[src/sv/tfp_pkg.sv]
// ----------------------------------------------------------------------------
// tfp_pkg
// shared types, constants and helpers of the tournament fusion predictor
// ----------------------------------------------------------------------------
`default_nettype none

package tfp_pkg;

  // fixed field widths
  localparam int PC_W   = 64;
  localparam int TAG_W  = 8;
  localparam int DIST_W = 8;
  localparam int CTR_W  = 2;

  // parameter defaults
  localparam int SETS_DEF             = 256;
  localparam int WAYS_DEF             = 4;
  localparam int SELECTOR_ENTRIES_DEF = 2048;

  // operation codes
  localparam logic OP_PREDICT = 1'b0;
  localparam logic OP_UPDATE  = 1'b1;

  // counter values
  localparam logic [CTR_W-1:0] CTR_ZERO       = 2'd0;
  localparam logic [CTR_W-1:0] CTR_ONE        = 2'd1;
  localparam logic [CTR_W-1:0] CTR_MAX        = 2'd3;
  localparam logic [CTR_W-1:0] CHOOSER_GLOBAL = 2'd2;

  // one way of a set
  typedef struct packed {
    logic [TAG_W-1:0]  tag;
    logic [DIST_W-1:0] distance;
    logic [CTR_W-1:0]  ctr;
    logic              used;
  } way_t;

  // lookup outcome of one set
  typedef struct packed {
    logic              hit;
    logic              fuse;
    logic [DIST_W-1:0] distance;
  } lookup_t;

  function automatic int addr_w(input int n);
    return (n > 1) ? $clog2(n) : 1;
  endfunction

  // saturating 2-bit counter step
  function automatic logic [CTR_W-1:0] ctr_step(input logic [CTR_W-1:0] c, input logic up);
    logic [CTR_W-1:0] r;
    r = c;
    if (up) begin
      if (c != CTR_MAX) r = c + CTR_ONE;
    end else begin
      if (c != CTR_ZERO) r = c - CTR_ONE;
    end
    return r;
  endfunction

endpackage

`default_nettype wire

[src/sv/tfp_mod_unit.sv]
// ----------------------------------------------------------------------------
// tfp_mod_unit
// remainder of a 64-bit value by a constant, a mask for powers of two,
// otherwise one 4-bit digit per cycle with restoring compare and subtract
// ----------------------------------------------------------------------------
`default_nettype none

module tfp_mod_unit #(
  parameter int MOD = 256,
  localparam int RW = tfp_pkg::addr_w(MOD)
) (
  input  wire logic                      clk,
  input  wire logic                      rst,
  input  wire logic                      start,
  input  wire logic [tfp_pkg::PC_W-1:0]  value,
  output logic                           done,
  output logic      [RW-1:0]             rem
);

  localparam bit IS_POW2 = (MOD & (MOD - 1)) == 0;

  logic          done_q;
  logic [RW-1:0] rem_q;

  generate
    if (IS_POW2) begin : g_pow2
      always_ff @(posedge clk) begin
        if (rst) begin
          done_q <= 1'b0;
        end else if (start) begin
          done_q <= 1'b1;
        end
      end

      always_ff @(posedge clk) begin
        if (start) begin
          rem_q <= RW'(value & tfp_pkg::PC_W'(MOD - 1));
        end
      end
    end else begin : g_iter
      localparam int DIGIT_W = 4;
      localparam int STEPS   = tfp_pkg::PC_W / DIGIT_W;
      localparam int CNT_W   = $clog2(STEPS + 1);
      localparam int TW      = RW + DIGIT_W;

      logic [tfp_pkg::PC_W-1:0] shreg;
      logic [CNT_W-1:0]         cnt;
      logic [TW-1:0]            x;

      // bring {rem, digit} back below MOD
      always_comb begin
        x = {rem_q, shreg[tfp_pkg::PC_W-1 -: DIGIT_W]};
        for (int s = DIGIT_W - 1; s >= 0; s--) begin
          if (x >= (TW'(MOD) << s)) begin
            x = x - (TW'(MOD) << s);
          end
        end
      end

      always_ff @(posedge clk) begin
        if (rst) begin
          done_q <= 1'b0;
          cnt    <= '0;
        end else if (start) begin
          done_q <= 1'b0;
          cnt    <= CNT_W'(STEPS);
        end else if (cnt != '0) begin
          cnt <= cnt - CNT_W'(1);
          if (cnt == CNT_W'(1)) begin
            done_q <= 1'b1;
          end
        end
      end

      always_ff @(posedge clk) begin
        if (start) begin
          shreg <= value;
          rem_q <= '0;
        end else if (cnt != '0) begin
          shreg <= shreg << DIGIT_W;
          rem_q <= x[RW-1:0];
        end
      end
    end
  endgenerate

  assign done = done_q;
  assign rem  = rem_q;

endmodule

`default_nettype wire

[config.mk]
export PLATFORM = sky130hd
export DESIGN_NAME = tfp_mod_unit
export DESIGN_NICKNAME = d
export VERILOG_FILES = /design/src/sv/tfp_pkg.sv /design/src/sv/tfp_mod_unit.sv
export SDC_FILE = /design/constraint.sdc
export NUM_CORES = 1
export LEC_CHECK = 0
export ABC_AREA = 0
export BUFFER_PORTS_ARGS = -buffer_cell sky130_fd_sc_hd__buf_2
export CORE_UTILIZATION = 17
export DETAILED_ROUTE_END_ITERATION = 12
export PLACE_DENSITY = 0.73
export SLEW_MARGIN = 0
export SYNTH_ARGS = -nofsm -noshare
export SYNTH_HDL_FRONTEND = slang
export SYNTH_SLANG_ARGS = --single-unit
[constraint.sdc]
create_clock -name clk -period 0.8 [get_ports clk]
set_clock_uncertainty 0.15 [all_clocks]
set_input_delay 0.12 -clock clk [delete_from_list [all_inputs] [get_ports clk]]
set_output_delay 0.12 -clock clk [all_outputs]
set_load 0.005 [all_outputs]
# [Yosys cells after proc, flatten, opt, wreduce, memory -nomap -nowiden]
# Index checks and enable logic that the tools add are counted.
# Widths: inputs -> output; s select.
[word_totals] wordCells=2 ff_bits=9 in_bits=67 out_inout_bits=9

# [Depth between registers and ports, before layout]
[logic_depth] depth_word=0 depth_mapped=1 ltp_nobuf=1

# [Least setup slack after synthesis]
# Ideal clock, no wire load.
[synth_path] path_kind="register to register" start="register, netlist name done" end="register done_q, in the netlist done" n_path_buf=0 setup_slack_ps=72 required_time_ps=535 period_less_slack_ps=728 t_arrival_ps=463 setup_time_ps=115 path_stages_with_launch=2 cell_sequence="dfxtp_1 o21ba_1"
[synth_lines] element="to (signal assigned)" line_no="tfp_mod_unit.sv:29" rtl="done_q <= 1'b0;"
[synth_lines] element="to (signal assigned)" line_no="tfp_mod_unit.sv:31" rtl="done_q <= 1'b1;"
[synth_lines] element="to (decl)" line_no="tfp_mod_unit.sv:22" rtl="logic done_q;"

# [Worst setup path after layout]
[layout_path] start="register rem_q[5], in the netlist rem[5]" end="output rem[5]"
[layout_lines] element="from (decl)" line_no="tfp_mod_unit.sv:23" rtl="logic [RW-1:0] rem_q;"
[layout_lines] element="from (signal assigned)" line_no="tfp_mod_unit.sv:37" rtl="rem_q <= RW'(value & tfp_pkg::PC_W'(MOD - 1));"
[layout_lines] element="to (decl)" line_no="tfp_mod_unit.sv:17" rtl="output logic [RW-1:0] rem"
# No word-level cell between the ends.

==> reports/qor.yml <==
power_and_ir_drop:
  switching_power_w: 0.0001936
  pwr-share-comb: 0.080
  irDropWorstVdd_mv: 0.8922
  p_int_w: 0.0007899
  leakage_nw: 0.1867
  p_clk_frac: 0.347
  total_power_w: 0.0009835
  p_per_area_nw_per_um2: 2346
  p_sw_frac: 0.1968
  power_frac_seq: 0.573
timing:
  maxSlewViolCount: 0
  worst_pin_slew_ps: 189.5
  hold_viol: 9
  clock.fmax_mhz: 951.0
  layout_min_cycle_time_ps: 1051
  setup_ws_ps: -251.5
  hold_slack_ps: -112.1
  fin_crit_sh: 1.314
  rsz0062_at_grt: "yes"
  relSlewSlack: 0.8737
  setup_violations: 9
routing:
  routed_wl_um: 552
  ant_nets: 0
  vias: 175
  drt_iter0_markers: 0
  via_per_inst: 3.571
  drc: 0
  firstDrtPassIters: 1
  routedWlPerCell_um: 11.27
cells_and_area:
  fillers: 160
  final_nets: 101
  final_cell_area_um2: 419.2
  layout-drive-gt1-share: 0.6970
  syn_to_final_growth_pct: 55.09
  num_antenna_cells: 0
clocking:
  cts_buffers: 3
  cts_buffer_depth: 2
  htree_levels: 1
  cts_tree: "built"
  clk-insertion-delay-late_ps: 250
  clk_pin_slew_ps: 60
  cts-root-buf: "clkbuf_4"
  cts.sinks: 9
floorplanning:
  initial_core_util: 0.1815
  core_um2: 1489
  ios: 76
  rows: 14
  dieArea_um2: 1753
  fp.dieW_um: 41.87
  die-height_um: 41.87
placement:
  place.gp.congestion: 0.6590
  dpl_cell_area_um2: 385.4
  io_buffers: 19
yosys:
  syn_nets: 77
  synth-seq-area-share: 0.9630
  syn_avg_cell_area_um2: 27.03
  yosys_warnings: 0
  synth.distinct_cells: 3
  syn_inst: 10
  ys_ff_latch: 9
  synthesis.area_um2: 270.3
grt:
  antenna_found_initial: 0
  grt_overflow: 0
  grtUsageMet3: 0.03478
  top_usage_layer: "met4"
  gr-usage-met1: 0.08964
  grtUsageTotal: 0.07326
  grt_pass1_vias: 197
  grt_pass1_wl_um: 834
  grtUsageMet2: 0.07813
  grt_max_degree: 10
critical_path:
  start_kind: "register"
  cp-end-kind: "output port"
  critPathMaxFanout: 1
  path_delay_family: "flip-flops"
  crit_path_start: "rem[5]"
  worst_r2r_startpoint: "done"
  slowest_stage: "edfxtp_1"
  cp_num_buf_inv: 1
  critPathRequiredTime_ps: 530
  arrival_ps: 780
  crit_type: "register to output port"
  crit_chain: "buf_2"
  critPathMaxStageDelay_ps: 390
worst_hold_path:
  worstHoldPathType: "primary input to register"
  hold_path.startpoint: "value[4]"
run:
  drv_cap: 0
run_status:
  violations: "hold timing, setup timing"
  outcome: "finished with violations"
## state kept, by name, indices dropped and copies added (netlist names)
signal  flops
done        1
rem         8
## per-stage QoR
stage / utilization / TNS (ps) / instances / setup WS (ps)
after global placement: 0.2588 / 0 / 45 / 28.77
after floorplan: - / 0 / 10 / 72.06
after detailed placement: 0.2588 / 0 / 45 / 15.04
final: 0.2815 / -1919 / 49 / -251.5
after CTS: 0.2815 / -2071 / 49 / -276.2
after global routing: 0.2815 / -2187 / 49 / -276.4
## layout by cell type, fill, tap and decap left out, drive strengths merged
cell type / n
buf: 19
clkbuf: 4
dfxtp: 1
edfxtp: 8
o21ba: 1
## synth_stat cells (all sizes together)
library cell  count  share of area
dfxtp             1          0.074
edfxtp            8           0.89
o21ba             1          0.037
## worst paths after layout
path	cells after the start	to	slack, ps
hold / removal	1	rem[4]	-110
setup / recovery	1	rem[5]	-250
hold reg to reg	1	done	330
setup reg to reg	1	done	60
## power by group through the flow
stage / combinational (W) / sequential [W] / clock (W)
after floorplan: 0.00000340 / 0.000577 / 0
after global placement: 0.0000756 / 0.000571 / 0
after detailed placement: 0.0000760 / 0.000573 / 0
after CTS: 0.0000802 / 0.000565 / 0.000357
after global routing: 0.0000867 / 0.000566 / 0.000371
final: 0.0000789 / 0.000563 / 0.000341
## kinds of logic after synthesis
logic type / after synthesis / synth area share
AOI/OAI and AO/OA: 1 / 0.03704
DFF: 9 / 0.9630
## final cells by class
class,count,area (um^2),share of cell area
flip-flops and latches,9,261.5,0.6239
clock buffers,4,26.28,0.06269
repair buffers,19,101.3,0.2418
well taps,16,20.02,0.04776
multi-input cells,1,10.01,0.02388
## per-layer routing
metal / vias up / share of wire
met3: 2 / 0.16
met4: 0 / 0.014
met1: 69 / 0.49
li1: 84 / -
met2: 20 / 0.33
met5: - / 0
## repair_timing
action / in CTS / in global routing
setup endpoints to repair: 9 / 9
buffers inserted: 0 / 0
resized for setup: 2 / 0
endpoints found under the hold margin: 9 / 9
gates cloned: 0 / 0
pin swaps: 0 / 0
(Power assumes the default switching activity.)
