--- src/sv/tfp_pkg.sv ---
// ----------------------------------------------------------------------------
// tfp_pkg
// shared types, constants and helpers of the tournament fusion predictor
// ----------------------------------------------------------------------------
`default_nettype none

package tfp_pkg;

  // fixed field widths
  localparam int PC_W   = 64;
  localparam int TAG_W  = 8;
  localparam int DIST_W = 8;
  localparam int CTR_W  = 2;

  // parameter defaults
  localparam int SETS_DEF             = 256;
  localparam int WAYS_DEF             = 4;
  localparam int SELECTOR_ENTRIES_DEF = 2048;

  // operation codes
  localparam logic OP_PREDICT = 1'b0;
  localparam logic OP_UPDATE  = 1'b1;

  // counter values
  localparam logic [CTR_W-1:0] CTR_ZERO       = 2'd0;
  localparam logic [CTR_W-1:0] CTR_ONE        = 2'd1;
  localparam logic [CTR_W-1:0] CTR_MAX        = 2'd3;
  localparam logic [CTR_W-1:0] CHOOSER_GLOBAL = 2'd2;

  // one way of a set
  typedef struct packed {
    logic [TAG_W-1:0]  tag;
    logic [DIST_W-1:0] distance;
    logic [CTR_W-1:0]  ctr;
    logic              used;
  } way_t;

  // lookup outcome of one set
  typedef struct packed {
    logic              hit;
    logic              fuse;
    logic [DIST_W-1:0] distance;
  } lookup_t;

  function automatic int addr_w(input int n);
    return (n > 1) ? $clog2(n) : 1;
  endfunction

  // saturating 2-bit counter step
  function automatic logic [CTR_W-1:0] ctr_step(input logic [CTR_W-1:0] c, input logic up);
    logic [CTR_W-1:0] r;
    r = c;
    if (up) begin
      if (c != CTR_MAX) r = c + CTR_ONE;
    end else begin
      if (c != CTR_ZERO) r = c - CTR_ONE;
    end
    return r;
  endfunction

endpackage

`default_nettype wire

--- src/sv/tfp_ram.sv ---
// ----------------------------------------------------------------------------
// tfp_ram
// simple dual-port synchronous ram, one write and one registered read port
// ----------------------------------------------------------------------------
`default_nettype none

module tfp_ram #(
  parameter int DEPTH = 256,
  parameter int WIDTH = 8,
  localparam int AW = tfp_pkg::addr_w(DEPTH)
) (
  input  wire logic             clk,
  input  wire logic             rd_en,
  input  wire logic [AW-1:0]    rd_addr,
  output logic      [WIDTH-1:0] rd_data,
  input  wire logic             wr_en,
  input  wire logic [AW-1:0]    wr_addr,
  input  wire logic [WIDTH-1:0] wr_data
);

  logic [WIDTH-1:0] mem [DEPTH];

  always_ff @(posedge clk) begin
    if (wr_en) begin
      mem[wr_addr] <= wr_data;
    end
    if (rd_en) begin
      rd_data <= mem[rd_addr];
    end
  end

endmodule

`default_nettype wire

--- config.mk ---
export PLATFORM = sky130hd
export DESIGN_NAME = tfp_ram
export DESIGN_NICKNAME = d
export VERILOG_FILES = /design/src/sv/tfp_pkg.sv /design/src/sv/tfp_ram.sv
export SDC_FILE = /design/constraint.sdc
export NUM_CORES = 2
export LEC_CHECK = 0
export CORE_ASPECT_RATIO = 1.1
export CORE_MARGIN = 10
export CORE_UTILIZATION = 55
export DETAILED_ROUTE_END_ITERATION = 6
export DONT_BUFFER_PORTS = 1
export PLACE_DENSITY_LB_ADDON = 0.12
export SETUP_SLACK_MARGIN = 0.1
export SLEW_MARGIN = 20
export SYNTH_ARGS = -nofsm -noshare
export SYNTH_HDL_FRONTEND = slang
export SYNTH_SLANG_ARGS = --single-unit
--- constraint.sdc ---
create_clock -name clk -period 3.6 [get_ports clk]
set_clock_uncertainty 0.15 [all_clocks]
set_input_delay 0.54 -clock clk [delete_from_list [all_inputs] [get_ports clk]]
set_output_delay 0.54 -clock clk [all_outputs]
set_load 0.02 [all_outputs]
# After elaboration in Yosys (flattened, before gate mapping)
# Memory sizes are Yosys's and may differ from the RTL's. A register that Yosys moved wholly into a read port is not among the register bits.
# Cells that the tools add are included.
[word_totals] memories=1 register_bits=0 out_inout_bits=8 input_bits=27 ramBits=2048 elab_cells=3
[classes] n_mux=2
[mem_list] name="mem" words=256 width=8 rd=1 rd_clocked_by_memory_dff=1 wr=1 line_no="tfp_ram.sv:21" text="logic [WIDTH-1:0] mem [DEPTH];"
[op_table] cell="two-way mux 1 bit" count=2

# Depth between registers and ports, before layout
[depth] word_depth=2 mapped_depth=11 ltp_nobuf=6

# Least setup slack after synthesis
# Ideal clock, no wire load.
[synth_timing] path_kind="input to register" start="input port rd_addr[0]" end="register rd_data[2], read port of mem (data pin)" path_stages=9 setup_time_ps=269 required_time_ps=3181 arrival_time_ps=2347 path_slack_ps=834 n_path_buf=4 path_cell_list="buf_6 > buf_12 > buf_8 > buf_2 > mux4_2 > a22oi_1 > a21oi_1 > nor4_1 > nor4_2"
[synth_lines] item="start, declared" line_no="tfp_ram.sv:14" text="input wire logic [AW-1:0] rd_addr,"
[synth_lines] item="end, declared" line_no="tfp_ram.sv:15" text="output logic [WIDTH-1:0] rd_data,"

==> results.yml <==
cells_and_area:
  seqCellArea_mm2: 0.0617
  multi_input_area_mm2: 0.0165
  areaGrowthSynthToFinish_pct: 12.2
  final_util_pct: 62.1
  drive_gt1_share_pct: 24.2
  fin_cells: 6026
  fillers: 9910
  nNetsFinal: 3964
drt:
  drtIter0Drc: 4814
  drc: 0
  first_pass_iters: 6
  wl_per_cell_um: 32.9
  dr_total_vias: 39100
  drtAntennaViolNets: 0
  avgViaCountPerCell: 6.49
  totalWireLength_mm: 198
place:
  hpwlAfterDp_mm: 108
  gp_congestion: 0.818
  dp_cells: 5633
  io_buffer_count: 0
  dp_slack_ns: -0.0602
global_route:
  grt_max_degree: 579
  grt_pass1_wl_mm: 280
  grt_util_met3_pct: 4.75
  busiest_layer: "met2"
  grtUsageMet1_pct: 32.5
  grt_usage_pct: 24.0
  antenna_found_initial: 2
  grt_pass1_vias: 40000
  use_met2_pct: 39.4
  grt.overflow.total: 0
cts:
  h-tree-depth: 4
  clk_pin_slew_worst_paths_ns: 0.06
  cts_tree: "built"
  clk_path_buf_depth: 3
  cts.sinks: 2056
  cts_made_buffers: 198
  clock_latency_ns: 0.83
  cts_setup_buffers: 0
  cts_root_buf: "clkbuf_16"
power:
  seqPwrFrac_pct: 54.0
  p_clk_share_pct: 41.9
  powerDensity_mw_per_mm2: 549
  p_sw_share_pct: 20.3
  power_leakage_nw: 27.8
  p_comb_share_pct: 4.1
  vdd_drop_max_uv: 507
  p_int_mw: 39.1
  p_sw_mw: 9.95
timing:
  setup_viol: 0
  hold_violations: 602
  fmax_ghz: 0.291
  rsz0062_at_grt: "no"
  tightest_slew_ns: 1.02
  fin_ws_ns: 0.164
  tns_ns: 0
  period_share_pct: 95.4
  min_period_ns: 3.44
  relSlewSlack_pct: 32.0
  slew_violations: 0
  hold_ws_ns: -0.308
logic_synthesis:
  yosysUniqueCellTypes: 54
  synth_seq_cells: 2056
  syn_avg_cell_area_um2: 21.3
  syn_inst: 3733
  seq_area_frac_synth_pct: 77.5
  synth_area_mm2: 0.0796
  synth_enable_flop_cells: 2056
  ys.flop_type: "edfxtp_1"
  syn_nets: 3760
  ys_warn_count: 0
  async_reset_ff_share_pct: 0
critical_path:
  worstSetupStartpoint: "rd_addr[1]"
  required_ns: 3.99
  cp-end-kind: "flop"
  critPathKind: "in -> reg"
  arrival_ns: 3.83
  cp-start-kind: "primary input"
  r2r-start: "mem[83][5]$_DFFE_PP_"
  crit_path_max_fanout: 91
run_status:
  status: "complete, but fails checks"
  violations: "hold timing"
die:
  start_util_pct: 55.3
  die_h_um: 419
  die_w_um: 383
  core_area_mm2: 0.144
  row_count: 146
  die_area_mm2: 0.160
  ios: 35
min_path:
  hold_path_startpoint: "wr_data[3]"
  hold_class: "in -> reg"
flow_run:
  maxCapViolations: 0
==> per-stage QoR <==
stage | power (mW) | instance area [um^2]
finish | 49.0 | 89400
CTS | 48.7 | 88700
floorplan | 28.2 | 79600
global placement | 28.4 | 82200
global route | 50.4 | 89400
detailed placement | 28.4 | 82200
==> critical path: stages <==
cell      delay, ns
buf_16         0.42
buf_16         0.41
buf_16         0.41
or3b_2         0.45
o221ai_1       0.18
a21oi_1        0.23
a21oi_1        0.20
nor3_2         0.64
nor4_1         0.12
==> cell usage after synthesis, types with 3 or more instances <==
library cell | instances | area share (%)
a211oi_1 | 16 | 0.15
a21oi_1 | 96 | 0.60
a221oi_1 | 13 | 0.14
a22o_1 | 8 | 0.088
a22oi_1 | 133 | 1.3
and2_1 | 6 | 0.047
buf_1 | 22 | 0.10
buf_12 | 8 | 0.20
buf_2 | 31 | 0.19
buf_4 | 27 | 0.25
buf_6 | 21 | 0.30
buf_8 | 13 | 0.25
clkbuf_1 | 111 | 0.52
edfxtp_1 | 2056 | 78
mux2i_1 | 134 | 1.7
mux4_2 | 454 | 13
nand2_1 | 33 | 0.16
nand2b_1 | 8 | 0.063
nand3_1 | 34 | 0.21
nand4_1 | 10 | 0.079
nor2_1 | 282 | 1.3
nor2b_1 | 31 | 0.24
nor3_1 | 22 | 0.14
nor4_1 | 24 | 0.19
nor4_2 | 3 | 0.047
o211ai_1 | 10 | 0.094
o21ai_0 | 10 | 0.063
o221ai_1 | 46 | 0.51
o22a_1 | 5 | 0.055
o22ai_1 | 28 | 0.22
o32ai_1 | 4 | 0.044
or2_2 | 4 | 0.031
==> final timing paths <==
| path | end | slack, ns | cells past startpoint |
|---|---|---|---|
| worst min-delay path | mem[154][3]$_DFFE_PP_ | -0.31 | 0 |
| worst min register to register | rd_data[7]$_DFFE_PP_ | 1.04 | 5 |
| worst max-delay path | rd_data[7]$_DFFE_PP_ | 0.16 | 9 |
| worst max register to register | rd_data[5]$_DFFE_PP_ | 0.50 | 6 |
==> logic make-up (layout without fill, tap and decap cells) <==
family                 after synthesis  after routing  synth area share (%)
DFF                               2056           2056                  77.5
and+or+nand+nor                    466            466                  2.63
buffers and inverters              235            603                  1.83
muxes                              591            591                  14.6
other                                0              1                     0
AOI/OAI and AO/OA                  385            385                  3.42
==> power groups by stage <==
stage	Clock (mW)	Sequential [mW]	Combinational, mW
6_report	20.5	26.5	2.03
5_1_grt	21.8	26.4	2.13
4_1_cts	20.8	26.4	1.47
3_5_place_dp	0	27.0	1.46
3_3_place_gp	0	26.9	1.44
2_1_floorplan	0	26.9	1.28
==> sequential cells by signal, summed over array words and instances (netlist names) <==
register  flops
mem        2048
rd_data       8
==> metal layers <==
metal / vias up / wire [um]
li1: 16100 / -
met1: 20800 / 75800
met2: 1867 / 99300
met3: 356 / 16600
met4: 0 / 6720
met5: - / 0
==> cells in the final DEF, fill, tap and decap left out, types with 8 or more instances in the layout <==
cell type,netlist,routed
clkinv_1,1,44
mux2i_1,134,134
clkinv_2,0,30
o221ai_1,46,46
a22oi_1,133,133
o21ai_0,10,10
nor2b_1,31,28
o22ai_1,28,28
nor4_1,24,20
nor3_1,22,16
a22o_1,8,8
inv_6,0,9
clkbuf_1,111,47
nand2_1,33,33
a221oi_1,13,13
clkbuf_16,0,215
nand2b_1,8,8
edfxtp_1,2056,2056
a21oi_1,96,96
nor2_1,282,279
buf_4,27,208
nand3_1,34,34
a211oi_1,16,16
mux4_2,454,454
buf_16,0,14
o211ai_1,10,10
nand4_1,10,10
bufinv_16,0,21
==> area by class of cell <==
cell class | instances | area share, %
clock inverter | 113 | 1.25
multi-input combinational | 1442 | 18.5
tap | 1924 | 2.69
clock buffer | 251 | 5.91
inverter | 2 | 0.00840
timing repair buffer | 237 | 2.54
antenna | 1 | 0.00280
sequential | 2056 | 69.1
==> timing repair <==
item                        CTS  global route
hold buffers                  3             6
resized for setup             0             6
setup endpoints to repair     0             8
hold endpoints to repair   2059          1633
Power figures use the tool's default switching activity.
