==> config.mk <==
export PLATFORM = sky130hd
export DESIGN_NAME = tfp_set_logic
export DESIGN_NICKNAME = d
export VERILOG_FILES = /design/src/sv/tfp_pkg.sv /design/src/sv/tfp_set_logic.sv
export SDC_FILE = /design/constraint.sdc
export NUM_CORES = 1
export LEC_CHECK = 0
export BUFFER_PORTS_ARGS = -buffer_cell sky130_fd_sc_hd__buf_2
export CAP_MARGIN = 30
export CORE_MARGIN = 2
export CORE_UTILIZATION = 43
export DETAILED_ROUTE_END_ITERATION = 12
export GPL_TIMING_DRIVEN = 0
export PLACE_DENSITY_LB_ADDON = 0.1
export SETUP_SLACK_MARGIN = 0.3
export SYNTH_ARGS = -nofsm -noshare
export SYNTH_HDL_FRONTEND = slang
export SYNTH_SLANG_ARGS = --single-unit
==> constraint.sdc <==
create_clock -name vclk -period 5.7
set_input_delay 0.285 -clock vclk [all_inputs]
set_output_delay 0.285 -clock vclk [all_outputs]
set_load 0.1 [all_outputs]
==> src/sv/tfp_pkg.sv <==
// ----------------------------------------------------------------------------
// tfp_pkg
// shared types, constants and helpers of the tournament fusion predictor
// ----------------------------------------------------------------------------
`default_nettype none

package tfp_pkg;

  // fixed field widths
  localparam int PC_W   = 64;
  localparam int TAG_W  = 8;
  localparam int DIST_W = 8;
  localparam int CTR_W  = 2;

  // parameter defaults
  localparam int SETS_DEF             = 256;
  localparam int WAYS_DEF             = 4;
  localparam int SELECTOR_ENTRIES_DEF = 2048;

  // operation codes
  localparam logic OP_PREDICT = 1'b0;
  localparam logic OP_UPDATE  = 1'b1;

  // counter values
  localparam logic [CTR_W-1:0] CTR_ZERO       = 2'd0;
  localparam logic [CTR_W-1:0] CTR_ONE        = 2'd1;
  localparam logic [CTR_W-1:0] CTR_MAX        = 2'd3;
  localparam logic [CTR_W-1:0] CHOOSER_GLOBAL = 2'd2;

  // one way of a set
  typedef struct packed {
    logic [TAG_W-1:0]  tag;
    logic [DIST_W-1:0] distance;
    logic [CTR_W-1:0]  ctr;
    logic              used;
  } way_t;

  // lookup outcome of one set
  typedef struct packed {
    logic              hit;
    logic              fuse;
    logic [DIST_W-1:0] distance;
  } lookup_t;

  function automatic int addr_w(input int n);
    return (n > 1) ? $clog2(n) : 1;
  endfunction

  // saturating 2-bit counter step
  function automatic logic [CTR_W-1:0] ctr_step(input logic [CTR_W-1:0] c, input logic up);
    logic [CTR_W-1:0] r;
    r = c;
    if (up) begin
      if (c != CTR_MAX) r = c + CTR_ONE;
    end else begin
      if (c != CTR_ZERO) r = c - CTR_ONE;
    end
    return r;
  endfunction

endpackage

`default_nettype wire

==> src/sv/tfp_set_logic.sv <==
// ----------------------------------------------------------------------------
// tfp_set_logic
// tag match over one set, prediction and the trained row for an update
// ----------------------------------------------------------------------------
`default_nettype none

module tfp_set_logic #(
  parameter int WAYS = 4
) (
  input  wire tfp_pkg::way_t [WAYS-1:0]     row,
  input  wire logic [tfp_pkg::TAG_W-1:0]    tag,
  input  wire logic [tfp_pkg::DIST_W-1:0]   fuse_dist,
  input  wire logic                         correct,
  output tfp_pkg::lookup_t                  result,
  output tfp_pkg::way_t [WAYS-1:0]          row_next
);

  localparam int WW = tfp_pkg::addr_w(WAYS);

  logic [WAYS-1:0] hit_vec;
  logic [WAYS-1:0] free_vec;
  logic [WW-1:0]   hit_way;
  logic [WW-1:0]   free_way;

  // lowest matching way and lowest way with a clear use bit
  always_comb begin
    hit_way  = '0;
    free_way = '0;
    for (int w = 0; w < WAYS; w++) begin
      hit_vec[w]  = (row[w].tag == tag);
      free_vec[w] = !row[w].used;
    end
    for (int w = WAYS - 1; w >= 0; w--) begin
      if (hit_vec[w])  hit_way  = WW'(w);
      if (free_vec[w]) free_way = WW'(w);
    end
  end

  always_comb begin
    result.hit      = |hit_vec;
    result.fuse     = (|hit_vec) && (row[hit_way].ctr == tfp_pkg::CTR_MAX);
    result.distance = (|hit_vec) ? row[hit_way].distance : '0;
  end

  always_comb begin
    row_next = row;
    if (|hit_vec) begin
      if (row[hit_way].distance == fuse_dist) begin
        row_next[hit_way].ctr = tfp_pkg::ctr_step(row[hit_way].ctr, correct);
      end else begin
        row_next[hit_way].distance = fuse_dist;
        row_next[hit_way].ctr      = tfp_pkg::CTR_ONE;
      end
      row_next[hit_way].used = 1'b1;
    end else begin
      // all ways in use: age the whole set and refill way 0
      if (!(|free_vec)) begin
        for (int w = 0; w < WAYS; w++) begin
          row_next[w].used = 1'b0;
        end
      end
      row_next[free_way].tag      = tag;
      row_next[free_way].distance = fuse_dist;
      row_next[free_way].ctr      = correct ? tfp_pkg::CTR_MAX : tfp_pkg::CTR_ONE;
      row_next[free_way].used     = 1'b1;
    end
  end

endmodule

`default_nettype wire

---- Word level (Yosys, flattened, before mapping) ----
Cells that the tools add are included.
Widths: inputs -> output; s select.
word-level totals
  ROM bits ................................ 0
  memories ................................ 0
  latch bits .............................. 0
  flip-flop bits (word level) ............. 0
  input bits .............................. 93
  bits in writable memories ............... 0
  logic and storage cells ................. 73
  output and inout bits ................... 86
operators by class
  $lt $le $gt $ge ......................... 4
  shift operators ......................... 0
  muxes and demuxes ....................... 50
  bitwise logic cells ..................... 0
  div/mod/pow operators ................... 0
  add/sub/neg operators ................... 2
  eq/ne operators ......................... 7
  $mul .................................... 0
  reduce and logical (&&, ||, !) cells .... 10
operator list
  cell                 count
  $bwmux 76            8
  $demux 19 s2         7
  $mux 76              3
  $eq 8x8->1           5
  $bmux 19 s2          1
  $mux 11              3
  $mux 2               14
  $mux 19              1
  $mux 1               10
  $mux 8               1
  $reduce_or 4->1      2
  $lt 2x3->1 const B   2
  $mux 3               2
  $ge 2x1->1 const B   2
  $logic_not 1->1      4
  $logic_and 1x1->1    3
  $add 2x1->2 const B  1
  $eq 2x2->1 const B   1
  $ne 2x2->1 const B   1
  $reduce_bool 2->1    1
  $sub 2x1->2 const B  1

---- Depth between registers and ports, before layout ----
Gate-level depths: netlist of run 1.
  word-level depth ........................ 17
  gate-level depth with buffers ........... 12
  gate-level depth less buffers ........... 10

---- Worst setup path before layout of run 1 ----
No wires, ideal clock.
  path kind ............................... input -> output
  start point ............................. input port tag[6] (netlist bit)
  end point ............................... output port row_next[40] (netlist bit)
  path buffers ............................ 2
  stages .................................. 12
  arrival time ............................ 5.212 ns
  setup slack ............................. 0.203 ns
  required time ........................... 5.415 ns
  path through ............................ buf_2 -> xor2_1 -> nor4_2 -> o211ai_1 -> or3_1 -> buf_2 -> o221a_1 -> xor2_1 -> a2111o_1 -> nor4_4 -> nand2_1 -> a221oi_1
RTL lines
  item                line                 source
  start: declaration  tfp_set_logic.sv:11  input wire logic [tfp_pkg::TAG_W-1:0] tag,
  end: declaration    tfp_set_logic.sv:15  output tfp_pkg::way_t [WAYS-1:0] row_next

==> key figures, run 1 <==
Routing
  – DRT iter0 DRCs: 96
  – DR vias: 2725
  – Routed wire length: 7640 um
  – Via/cell ratio: 5.58
  – Routed Antenna Nets: 0
  – DRC Markers: 0
  – Pre-antenna DRT Iters: 5
  – WL/cell: 15.6 um

Floorplan
  – Core area: 4410 sq um
  – Die ar.: 5200 sq um
  – Chip width: 72.1 um
  – # IOs: 179
  – Initial Util: 45.2%
  – Die Height: 72.1 um
  – Site Rows: 24

STA
  – F_max: 223 MHz
  – Final hold vios: 0
  – Worst Tran Pin Value: 0.731 ns
  – Slew HR: 51.0%
  – Setup_tns: 0 ns
  – RSZ-0062 raised after global routing: false
  – Tmin final: 4.49 ns
  – Max-slew violation count: 0
  – Endpoints failing setup: 0
  – Fin crit share: 78.7%

Setup path
  – Cell Chain, Critical Path: buf_2, xnor2_1, and4_1, nand2_1, a31oi_2, o22ai_1, or3b_1, a2111o_1, nor4_4, o22ai_2, mux2_2, buf_2
  – Worst path required time: 5.41 ns
  – Worst Setup SP: tag[5]
  – Kind of critical path: input port to output pin
  – CP most frequent cell: buf_2
  – Startpoint types: input port
  – Arr. time, crit path: 4.20 ns
  – CP Capture Type: output pin
  – Max incr delay on CP: 0.51 ns
  – Crit path capture: row_next[27]
  – Delay-heaviest family, CP: compound AO/OA/AOI/OAI gates
  – Number of cells on the critical path: 12
  – Crit-path max FO: 8
  – Slowest library cell on the worst path: a31oi_2
  – Worst Path Buf+Inv: 2

Synthesis
  – Syn Nets: 359
  – Synthesized instance count: 266
  – Yosys warns: 0
  – Post-synth cell types: 47
  – Sequential share of the synthesized area: 0%
  – Cell Area, Synth: 1990 sq um
  – Syn_area_per_cell: 7.49 sq um

Final layout
  – Final nets: 531
  – P&R area growth vs syn: 46.3%
  – Seq_cells: 0
  – Clock buffer count: 0
  – Layout cell share with drive strength beyond 1: 54.6%
  – Final std cells w/o fill: 488
  – Antenna diodes: 0
  – Fillers: 414
  – Register area: 0 sq um
  – Multi-input logic area: 1910 sq um

Clock network
  – Postcts setup bufs: 0
  – Post-CTS sizing: 0
  – CTS Hold Buffers Added: 0

Pwr
  – Pwr/cell area: 184 nW/um^2
  – Total power: 536 uW
  – Leak: 1.39 nW
  – Net Sw Power: 423 uW
  – Maximum VDD drop: 0.120 mV
  – Power share of the combinational group: 100.0%
  – Register share of total power: 0%
  – Pint: 113 uW
  – Part of the power in the clock network: 0%
  – Sw Share: 78.9%

Worst hold path
  – Worst hold path depth: 4
  – Hold path start: row[51]
  – Worst hold path type: input port to output pin

GRT
  – Largest net degree at the start of global routing: 11
  – GRT Util Overall: 27.4%
  – Vias in the first global route: 2493
  – First-pass GRT wire length: 11700 um
  – Overflow after GRT: 0
  – Initial antenna violation count: 0

Outcome
  – Status: completed

Place
  – Placed insts: 488
  – Final HPWL DP: 6370 um
  – Port Buffers: 170
  – Routability cong.: 0.873

Job
  – MaxCap Viol Count: 0
## cell usage after synthesis (5+ instances only)
master,instances,area [sq um]
xor2_1,11,96.3
a21oi_1,5,25.0
o21ai_0,8,40.0
o221ai_1,8,70.1
mux2_2,49,552
clkbuf_1,5,18.8
and4_1,6,52.6
buf_2,9,45.0
nor2_1,16,60.1
xnor2_1,28,245
nand4_1,7,43.8
nand2_1,41,154
mux2_1,8,90.1
## per-layer routing
metal  vias up  part of all wire, %  GRT usage [%]
met5         -                    0              0
met4         0                 0.69           3.35
met3         6                  7.4           2.50
met2       133                   51           53.3
met1      1235                   41           33.0
li1       1351                    -              -
## cells by family after synthesis
| kind of cell | share of synthesized area [%] |
|---|---|
| and+or+nand+nor | 24.7 |
| muxes | 34.2 |
| AOI/OAI and AO/OA | 18.9 |
| xor gates and xnor gates | 17.1 |
| buffers and inverters | 4.52 |
| adders and majority gates | 0.502 |
## cell usage in the layout (no fill, tap or decap), types with 3 or more instances in the layout
cell | netlist | final
buf_2 | 9 | 179
mux2_2 | 49 | 49
nand2_1 | 41 | 41
xnor2_1 | 28 | 28
nor2_1 | 16 | 16
xor2_1 | 11 | 11
o221ai_1 | 8 | 8
o21ai_0 | 8 | 8
mux2_1 | 8 | 8
nand4_1 | 7 | 7
and4_1 | 6 | 6
clkbuf_1 | 5 | 5
a21oi_1 | 5 | 5
nor2b_1 | 4 | 4
inv_1 | 4 | 4
o22a_1 | 4 | 4
nor3_1 | 4 | 4
mux2i_1 | 4 | 4
o211ai_1 | 3 | 3
or3_1 | 3 | 3
o22ai_1 | 3 | 3
nand3_1 | 3 | 3
## area by class of cell
type	count	area share (%)
Multi-Input combinational cell	245	65.5
Buffer	16	2.45
Inverter	5	0.644
Timing Repair Buffer	170	29.2
Tap cell	52	2.23
## metrics by stage
stage	hold slack, ns	setup WS [ns]	area, sq um	utilization, %
6_report	1.05	1.21	2920	66.0
2_1_floorplan	0.878	0.759	2000	-
4_1_cts	1.05	1.23	2920	66.0
5_1_grt	1.06	0.996	2920	66.0
3_3_place_gp	1.05	1.25	2920	66.0
3_5_place_dp	1.05	1.25	2920	66.0
## how the worst min path moves through the flow
stage | to | slack (ns)
2_1_floorplan | row_next[40] | 0.88
3_3_place_gp | row_next[52] | 1.05
3_5_place_dp | row_next[52] | 1.05
4_1_cts | row_next[52] | 1.05
5_1_grt | row_next[54] | 1.06
6_report | row_next[51] | 1.05
## power groups by stage
stage / Combinational, mW / Clock, mW / Sequential (mW)
after floorplan: 0.438 / 0 / 0
after global placement: 0.532 / 0 / 0
after detailed placement: 0.534 / 0 / 0
after CTS: 0.535 / 0 / 0
after global routing: 0.556 / 0 / 0
final: 0.536 / 0 / 0
Note: power is estimated with default switching activity, not from simulation.
==> run 2: changes to the inputs <==
Settings changed: CORE_UTILIZATION 43 to 40.
Clock period 5.7 ns to 4.4 ns, I/O delays scaled along.
==> run 2 against run 1 <==
  * Clock-buffer cell count unchanged
  * Flip-flop and latch count unchanged
  * Non-clock buffer count increased by 6
  * Via count increased by 0.44%
  * Final area increased by 8.3%
  * Final cell count increased by 4.3%
  * Critical endpoint is now row_next[48]
  * Largest cell class unchanged
  * Combinational power increased by 35%
  * Critical path type unchanged
==> key figures, run 2 (synthesis results as in run 1) <==
Routing
  – Routed wire length: 8110 um (+6.2%)
  – Via/cell ratio: 5.38 (-3.7%)
  – DRT iter0 DRCs: 97 (+1.0%)
  – Pre-antenna DRT Iters: 4 (-1)
  – DRC Markers: 0 (unchanged)
  – Routed Antenna Nets: 0 (unchanged)
  – DR vias: 2737 (+0.44%)
  – WL/cell: 15.9 um (+1.8%)

STA
  – Fin crit share: 91.0%
  – F_max: 250 MHz
  – Tmin final: 4.01 ns
  – Final hold vios: 0 (unchanged)
  – Max-slew violation count: 0 (unchanged)
  – Setup_tns: 0 ns (unchanged)
  – Slew HR: 43.3% (-7.8 points)
  – Endpoints failing setup: 0 (unchanged)
  – Worst Tran Pin Value: 0.847 ns (+0.116 ns)
  – RSZ-0062 raised after global routing: true
  – Fin Hold WS: 0.888 ns (-0.166 ns)

Final layout
  – Fillers: 451 (+8.9%)
  – Seq_cells: 0 (unchanged)
  – Layout cell share with drive strength beyond 1: 55.9% (+1.3 points)
  – P&R area growth vs syn: 58.4%
  – Design area: 3160 sq um (+8.3%)
  – Most common cell after layout, fill and taps aside: buf_2
  – Register area: 0 sq um (unchanged)
  – Final Util: 66.4% (+0.35 points)
  – Final nets: 537 (+1.1%)
  – Clock buffer count: 0 (unchanged)
  – Antenna diodes: 0 (unchanged)
  – Commonest cells after routing, fill and taps aside: buf_2 (143), mux2_2 (49), nand2_1 (41), buf_4 (32), xnor2_1 (28)

Setup path
  – Startpoint types: input port
  – Kind of critical path: input port to output pin
  – Arr. time, crit path: 3.79 ns (-0.41 ns)
  – Worst path required time: 4.18 ns (-1.23 ns)
  – Cell Chain, Critical Path: buf_2, xor2_1, nor4_4, o211ai_1, or3_1, buf_2, o221a_1, xor2_1, a2111o_1, nor4_4, buf_4, o21ai_2, mux2_2, buf_4
  – Max incr delay on CP: 0.39 ns (-0.12 ns)
  – Slowest library cell on the worst path: or3_1
  – Crit-path max FO: 10 (+2)
  – CP Capture Type: output pin

Job
  – MaxCap Viol Count: 0 (unchanged)

Floorplan
  – Initial Util: 41.9% (-3.2 points)
  – Die Height: 74.6 um (+3.5%)
  – Die ar.: 5560 sq um (+7.1%)
  – # IOs: 179 (unchanged)
  – Core area: 4750 sq um (+7.7%)
  – Chip width: 74.6 um (+3.5%)
  – Site Rows: 25 (+4.2%)

Worst hold path
  – Hold path start: row[42]
  – Hold Crit Endpoint: row_next[42]
  – Worst hold path depth: 3 (-1)
  – Worst hold path type: input port to output pin

GRT
  – First-pass GRT wire length: 11400 um (-3.3%)
  – Largest net degree at the start of global routing: 11 (unchanged)
  – Vias in the first global route: 2409 (-3.4%)
  – Overflow after GRT: 0 (unchanged)
  – Initial antenna violation count: 0 (unchanged)
  – GRT Util Overall: 25.9% (-1.6 points)

Outcome
  – Status: completed

Place
  – Port Buffers: 170 (unchanged)
  – Routability cong.: 0.867 (-0.73%)
  – Placed instance area: 2950 sq um (+1.2%)
  – Final HPWL DP: 6510 um (+2.1%)

Pwr
  – Maximum VDD drop: 0.147 mV (+23%)
  – Leak: 1.47 nW (+5.6%)
  – Total power: 726 uW (+36%)
  – Pwr/cell area: 230 nW/um^2 (+25%)
[run 2: changes by cell type in the layout (fill, tap and decap cells not counted), moves of 2 or more]
cell / before / now
buf_6: 0 / 8
o22ai_2: 2 / 0
buf_2: 179 / 143
nor4_2: 2 / 0
clkbuf_4: 0 / 2
o22ai_4: 0 / 2
nor4_4: 1 / 3
buf_4: 0 / 32
[run 2: metrics by stage]
stage	std cells	setup WS, ns
3_3_place_gp	503	0.0200
2_1_floorplan	266	-0.166
6_report	509	0.395
3_5_place_dp	503	0.0164
4_1_cts	504	0.319
5_1_grt	509	0.247
[run 2: final cells by class]
class	count	area, sq um	share of cell area, %
multi-input combinational	245	1970	62.3
timing repair buffer	176	1020	32.2
tap	67	83.8	2.66
buffer	16	71.3	2.26
inverter	5	18.8	0.595
[run 2: repair_timing]
action	in CTS	in global routing
hold buffers	0	0
pin swaps	1	4
resized for setup	36	13
setup buffers	1	5
setup endpoints to repair	40	40
[run 2: worst max path at each step]
| stage | from | end | slack (ns) | cells after the start |
|---|---|---|---|---|
| after floorplan | tag[6] | row_next[21] | -0.17 | 12 |
| after global placement | tag[7] | row_next[26] | 0.02 | 13 |
| after detailed placement | tag[7] | row_next[26] | 0.02 | 13 |
| after CTS | tag[6] | row_next[61] | 0.32 | 14 |
| after global routing | tag[2] | row_next[2] | 0.25 | 14 |
| final | tag[2] | row_next[48] | 0.39 | 14 |
[run 2: worst max-delay path, delay by kind of cell]
kind | cells | cell delay (ns)
AO/OA/AOI/OAI | 4 | 1.10
XOR/XNOR | 2 | 0.35
multiplexers | 1 | 0.28
AND/OR/NAND/NOR | 3 | 0.96
buffers and inverters | 4 | 0.87
[run 2: metal layers]
metal	vias up	GRT usage, %	wire length (um)
met5	-	0	0
li1	1359	-	-
met3	12	1.90	571
met4	0	4.56	104
met1	1227	31.2	3330
met2	139	50.0	4100
[run 2: power breakdown]
group	switching [mW]	internal, mW	total, mW
Combinational	0.557	0.170	0.726
Sequential	0	0	0
Clock	0	0	0
==> run 3: changes to the inputs <==
Settings changed: ABC_AREA set to 1, CORE_UTILIZATION 40 to 45.
==> run 3 against run 2 <==
  * Non-clock buffer count grew 17
  * Utilization decreased by 5.4 points
  * Sequential share of layout area unchanged
  * Worst setup slack better by 0.93 ns
  * Synthesized cell count rose to 2.6 times the previous value
  * Largest cell class unchanged
  * Routed wire length up 64%
  * Flip-flop and latch count unchanged
  * Final cell count is 87% higher
==> key figures, run 3 <==
Outcome
  – Status: completed

STA
  – Final hold vios: 0 (unchanged)
  – Crit path setup slack, layout: 1.32 ns (+0.925 ns)
  – Worst Tran Pin Value: 0.737 ns (-0.110 ns)
  – Fin Hold WS: 0.940 ns (+0.0519 ns)
  – Tmin final: 3.08 ns (-0.925 ns)
  – Slew HR: 50.7% (+7.4 points)
  – Fin crit share: 70.0% (-21 points)
  – RSZ-0062 raised after global routing: false
  – F_max: 325 MHz (+30%)
  – Max-slew violation count: 0 (unchanged)
  – Endpoints failing setup: 0 (unchanged)
  – Setup_tns: 0 ns (unchanged)

GRT
  – Vias in the first global route: 4344 (+80%)
  – Overflow after GRT: 0 (unchanged)
  – Initial antenna violation count: 0 (unchanged)
  – First-pass GRT wire length: 20300 um (+79%)
  – GRT Util Overall: 32.7% (+6.8 points)
  – Largest net degree at the start of global routing: 11 (unchanged)

Synthesis
  – Top cell types by occurrence after synthesis: nand2_1 (292), o21ai_0 (105), inv_1 (66)
  – Syn_area_per_cell: 4.62 sq um (-38%)
  – Yosys warns: 0 (unchanged)
  – Area contributors post-synth: nand2_1 (35%), o21ai_0 (17%), inv_1 (7.8%)
  – Yosys top cell area share: 34.7% (+7.0 points)
  – Cell Area, Synth: 3160 sq um (+58%)
  – Synthesized instance count: 683 (+160%)
  – Sequential share of the synthesized area: 0% (unchanged)
  – Syn Nets: 776 (+120%)
  – Dominant cell by count in the synthesized netlist: nand2_1
  – Post-synth cell types: 32 (-32%)
  – Area leader, netlist: nand2_1

Pwr
  – Net Sw Power: 688 uW (+24%)
  – Maximum VDD drop: 0.140 mV (-4.4%)
  – Pwr/cell area: 205 nW/um^2 (-11%)
  – Register share of total power: 0% (unchanged)
  – Leak: 2.41 nW (+64%)
  – Pint: 159 uW (-6.1%)
  – Power share of the combinational group: 100.0% (about the same)
  – Part of the power in the clock network: 0% (unchanged)
  – Sw Share: 81.2% (+4.5 points)

Routing
  – WL/cell: 14.0 um (-12%)
  – Pre-antenna DRT Iters: 5 (+1)
  – DRC Markers: 0 (unchanged)
  – DRT iter0 DRCs: 412 (+320%)
  – Routed wire length: 13300 um (+64%)
  – Routed Antenna Nets: 0 (unchanged)
  – DR vias: 5032 (+84%)
  – Via/cell ratio: 5.29 (-1.6%)

Place
  – Routability cong.: 0.994 (+15%)
  – Final HPWL DP: 10400 um (+59%)
  – Port Buffers: 171 (+0.59%)
  – Pre-CTS setup slack: 1.33 ns (+1.32 ns)

Final layout
  – Layout cell share with drive strength beyond 1: 28.0% (-28 points)
  – Register area: 0 sq um (unchanged)
  – Fillers: 720 (+60%)
  – Commonest cells after routing, fill and taps aside: nand2_1 (292), buf_2 (174), o21ai_0 (105), inv_1 (66), nor2_1 (40)
  – Multi-input logic area: 2630 sq um (+33%)
  – Final nets: 950 (+77%)
  – P&R area growth vs syn: 31.1%
  – Most common cell after layout, fill and taps aside: nand2_1
  – Seq_cells: 0 (unchanged)
  – Clock buffer count: 0 (unchanged)
  – Antenna diodes: 0 (unchanged)

Floorplan
  – Initial Util: 46.5% (+4.6 points)
  – # IOs: 179 (unchanged)
  – Core area: 6790 sq um (+43%)
  – Die ar.: 7700 sq um (+38%)
  – Site Rows: 30 (+20%)
  – Die Height: 87.8 um (+18%)
  – Chip width: 87.8 um (+18%)

Setup path
  – Startpoint types: input port
  – Arr. time, crit path: 2.86 ns (-0.93 ns)
  – Crit-path max FO: 10 (unchanged)
  – Kind of critical path: input port to output pin
  – Worst path required time: 4.18 ns (about the same)
  – CP Capture Type: output pin

Clock network
  – CTS Hold Buffers Added: 0 (unchanged)
  – Post-CTS sizing: 0 (-100%)
  – Postcts setup bufs: 0 (-1)

Worst hold path
  – Worst hold path type: input port to output pin

Job
  – MaxCap Viol Count: 0 (unchanged)
run 3: changes by cell type in the layout (fill, tap and decap cells not counted), moves of 26 or more:
cell | before | now
inv_1 | 4 | 66
buf_2 | 143 | 174
nand3_1 | 3 | 37
nand2_1 | 41 | 292
o21ai_0 | 7 | 105
buf_4 | 32 | 6
mux2_2 | 49 | 2
run 3: power by group through the flow:
stage | combinational (mW) | sequential (mW) | clock (mW)
after floorplan | 0.677 | 0 | 0
after global placement | 0.832 | 0 | 0
after detailed placement | 0.840 | 0 | 0
after CTS | 0.841 | 0 | 0
after global routing | 0.890 | 0 | 0
final | 0.847 | 0 | 0
run 3: through the flow:
step | cell area (sq um) | power (mW) | cells | utilization, %
floorplan | 3160 | 0.677 | 683 | -
global placement | 4130 | 0.832 | 950 | 60.8
detailed placement | 4140 | 0.840 | 951 | 61.0
CTS | 4140 | 0.841 | 951 | 61.0
global route | 4140 | 0.890 | 951 | 61.0
finish | 4140 | 0.847 | 951 | 61.0
run 3: kinds of logic after synthesis:
logic type                count (synthesis)  synth area share (%)
AOI/OAI and AO/OA                       148                  24.6
xor gates and xnor gates                 13                  3.61
buffers and inverters                   115                  16.9
muxes                                     2                 0.713
and+or+nand+nor                         405                  54.2
run 3: path summary, 6_finish.rpt:
path                      endpoint  cells after the start    start
worst min-delay path  row_next[37]                      4  row[37]
worst max-delay path  row_next[73]                     14   tag[5]
run 3: area by class of cell:
class,count,area share (%)
Buffer,37,5.62
Multi-Input combinational cell,568,63.4
Tap cell,96,2.90
Timing Repair Buffer,172,20.8
Inverter,78,7.25
run 3: metal layers:
metal / track usage (%) / share of wire, % / up-vias
met2: 53.5 / 44 / 324
met1: 46.6 / 42 / 2178
li1: - / - / 2496
met3: 1.98 / 12 / 34
met4: 8.11 / 2.6 / 0
met5: 0 / 0 / -
run 3: critical path, cell delays in order:
cell and delay, ns:
buf_4 0.14, inv_2 0.08, nand2_1 0.07, nand4_1 0.11, nor2_1 0.05, nand3_1 0.14
nand2_1 0.07, nor2_1 0.26, inv_2 0.08, nor2_1 0.57, clkbuf_1 0.45, nand2_1 0.08
o21ai_0 0.09, buf_2 0.45
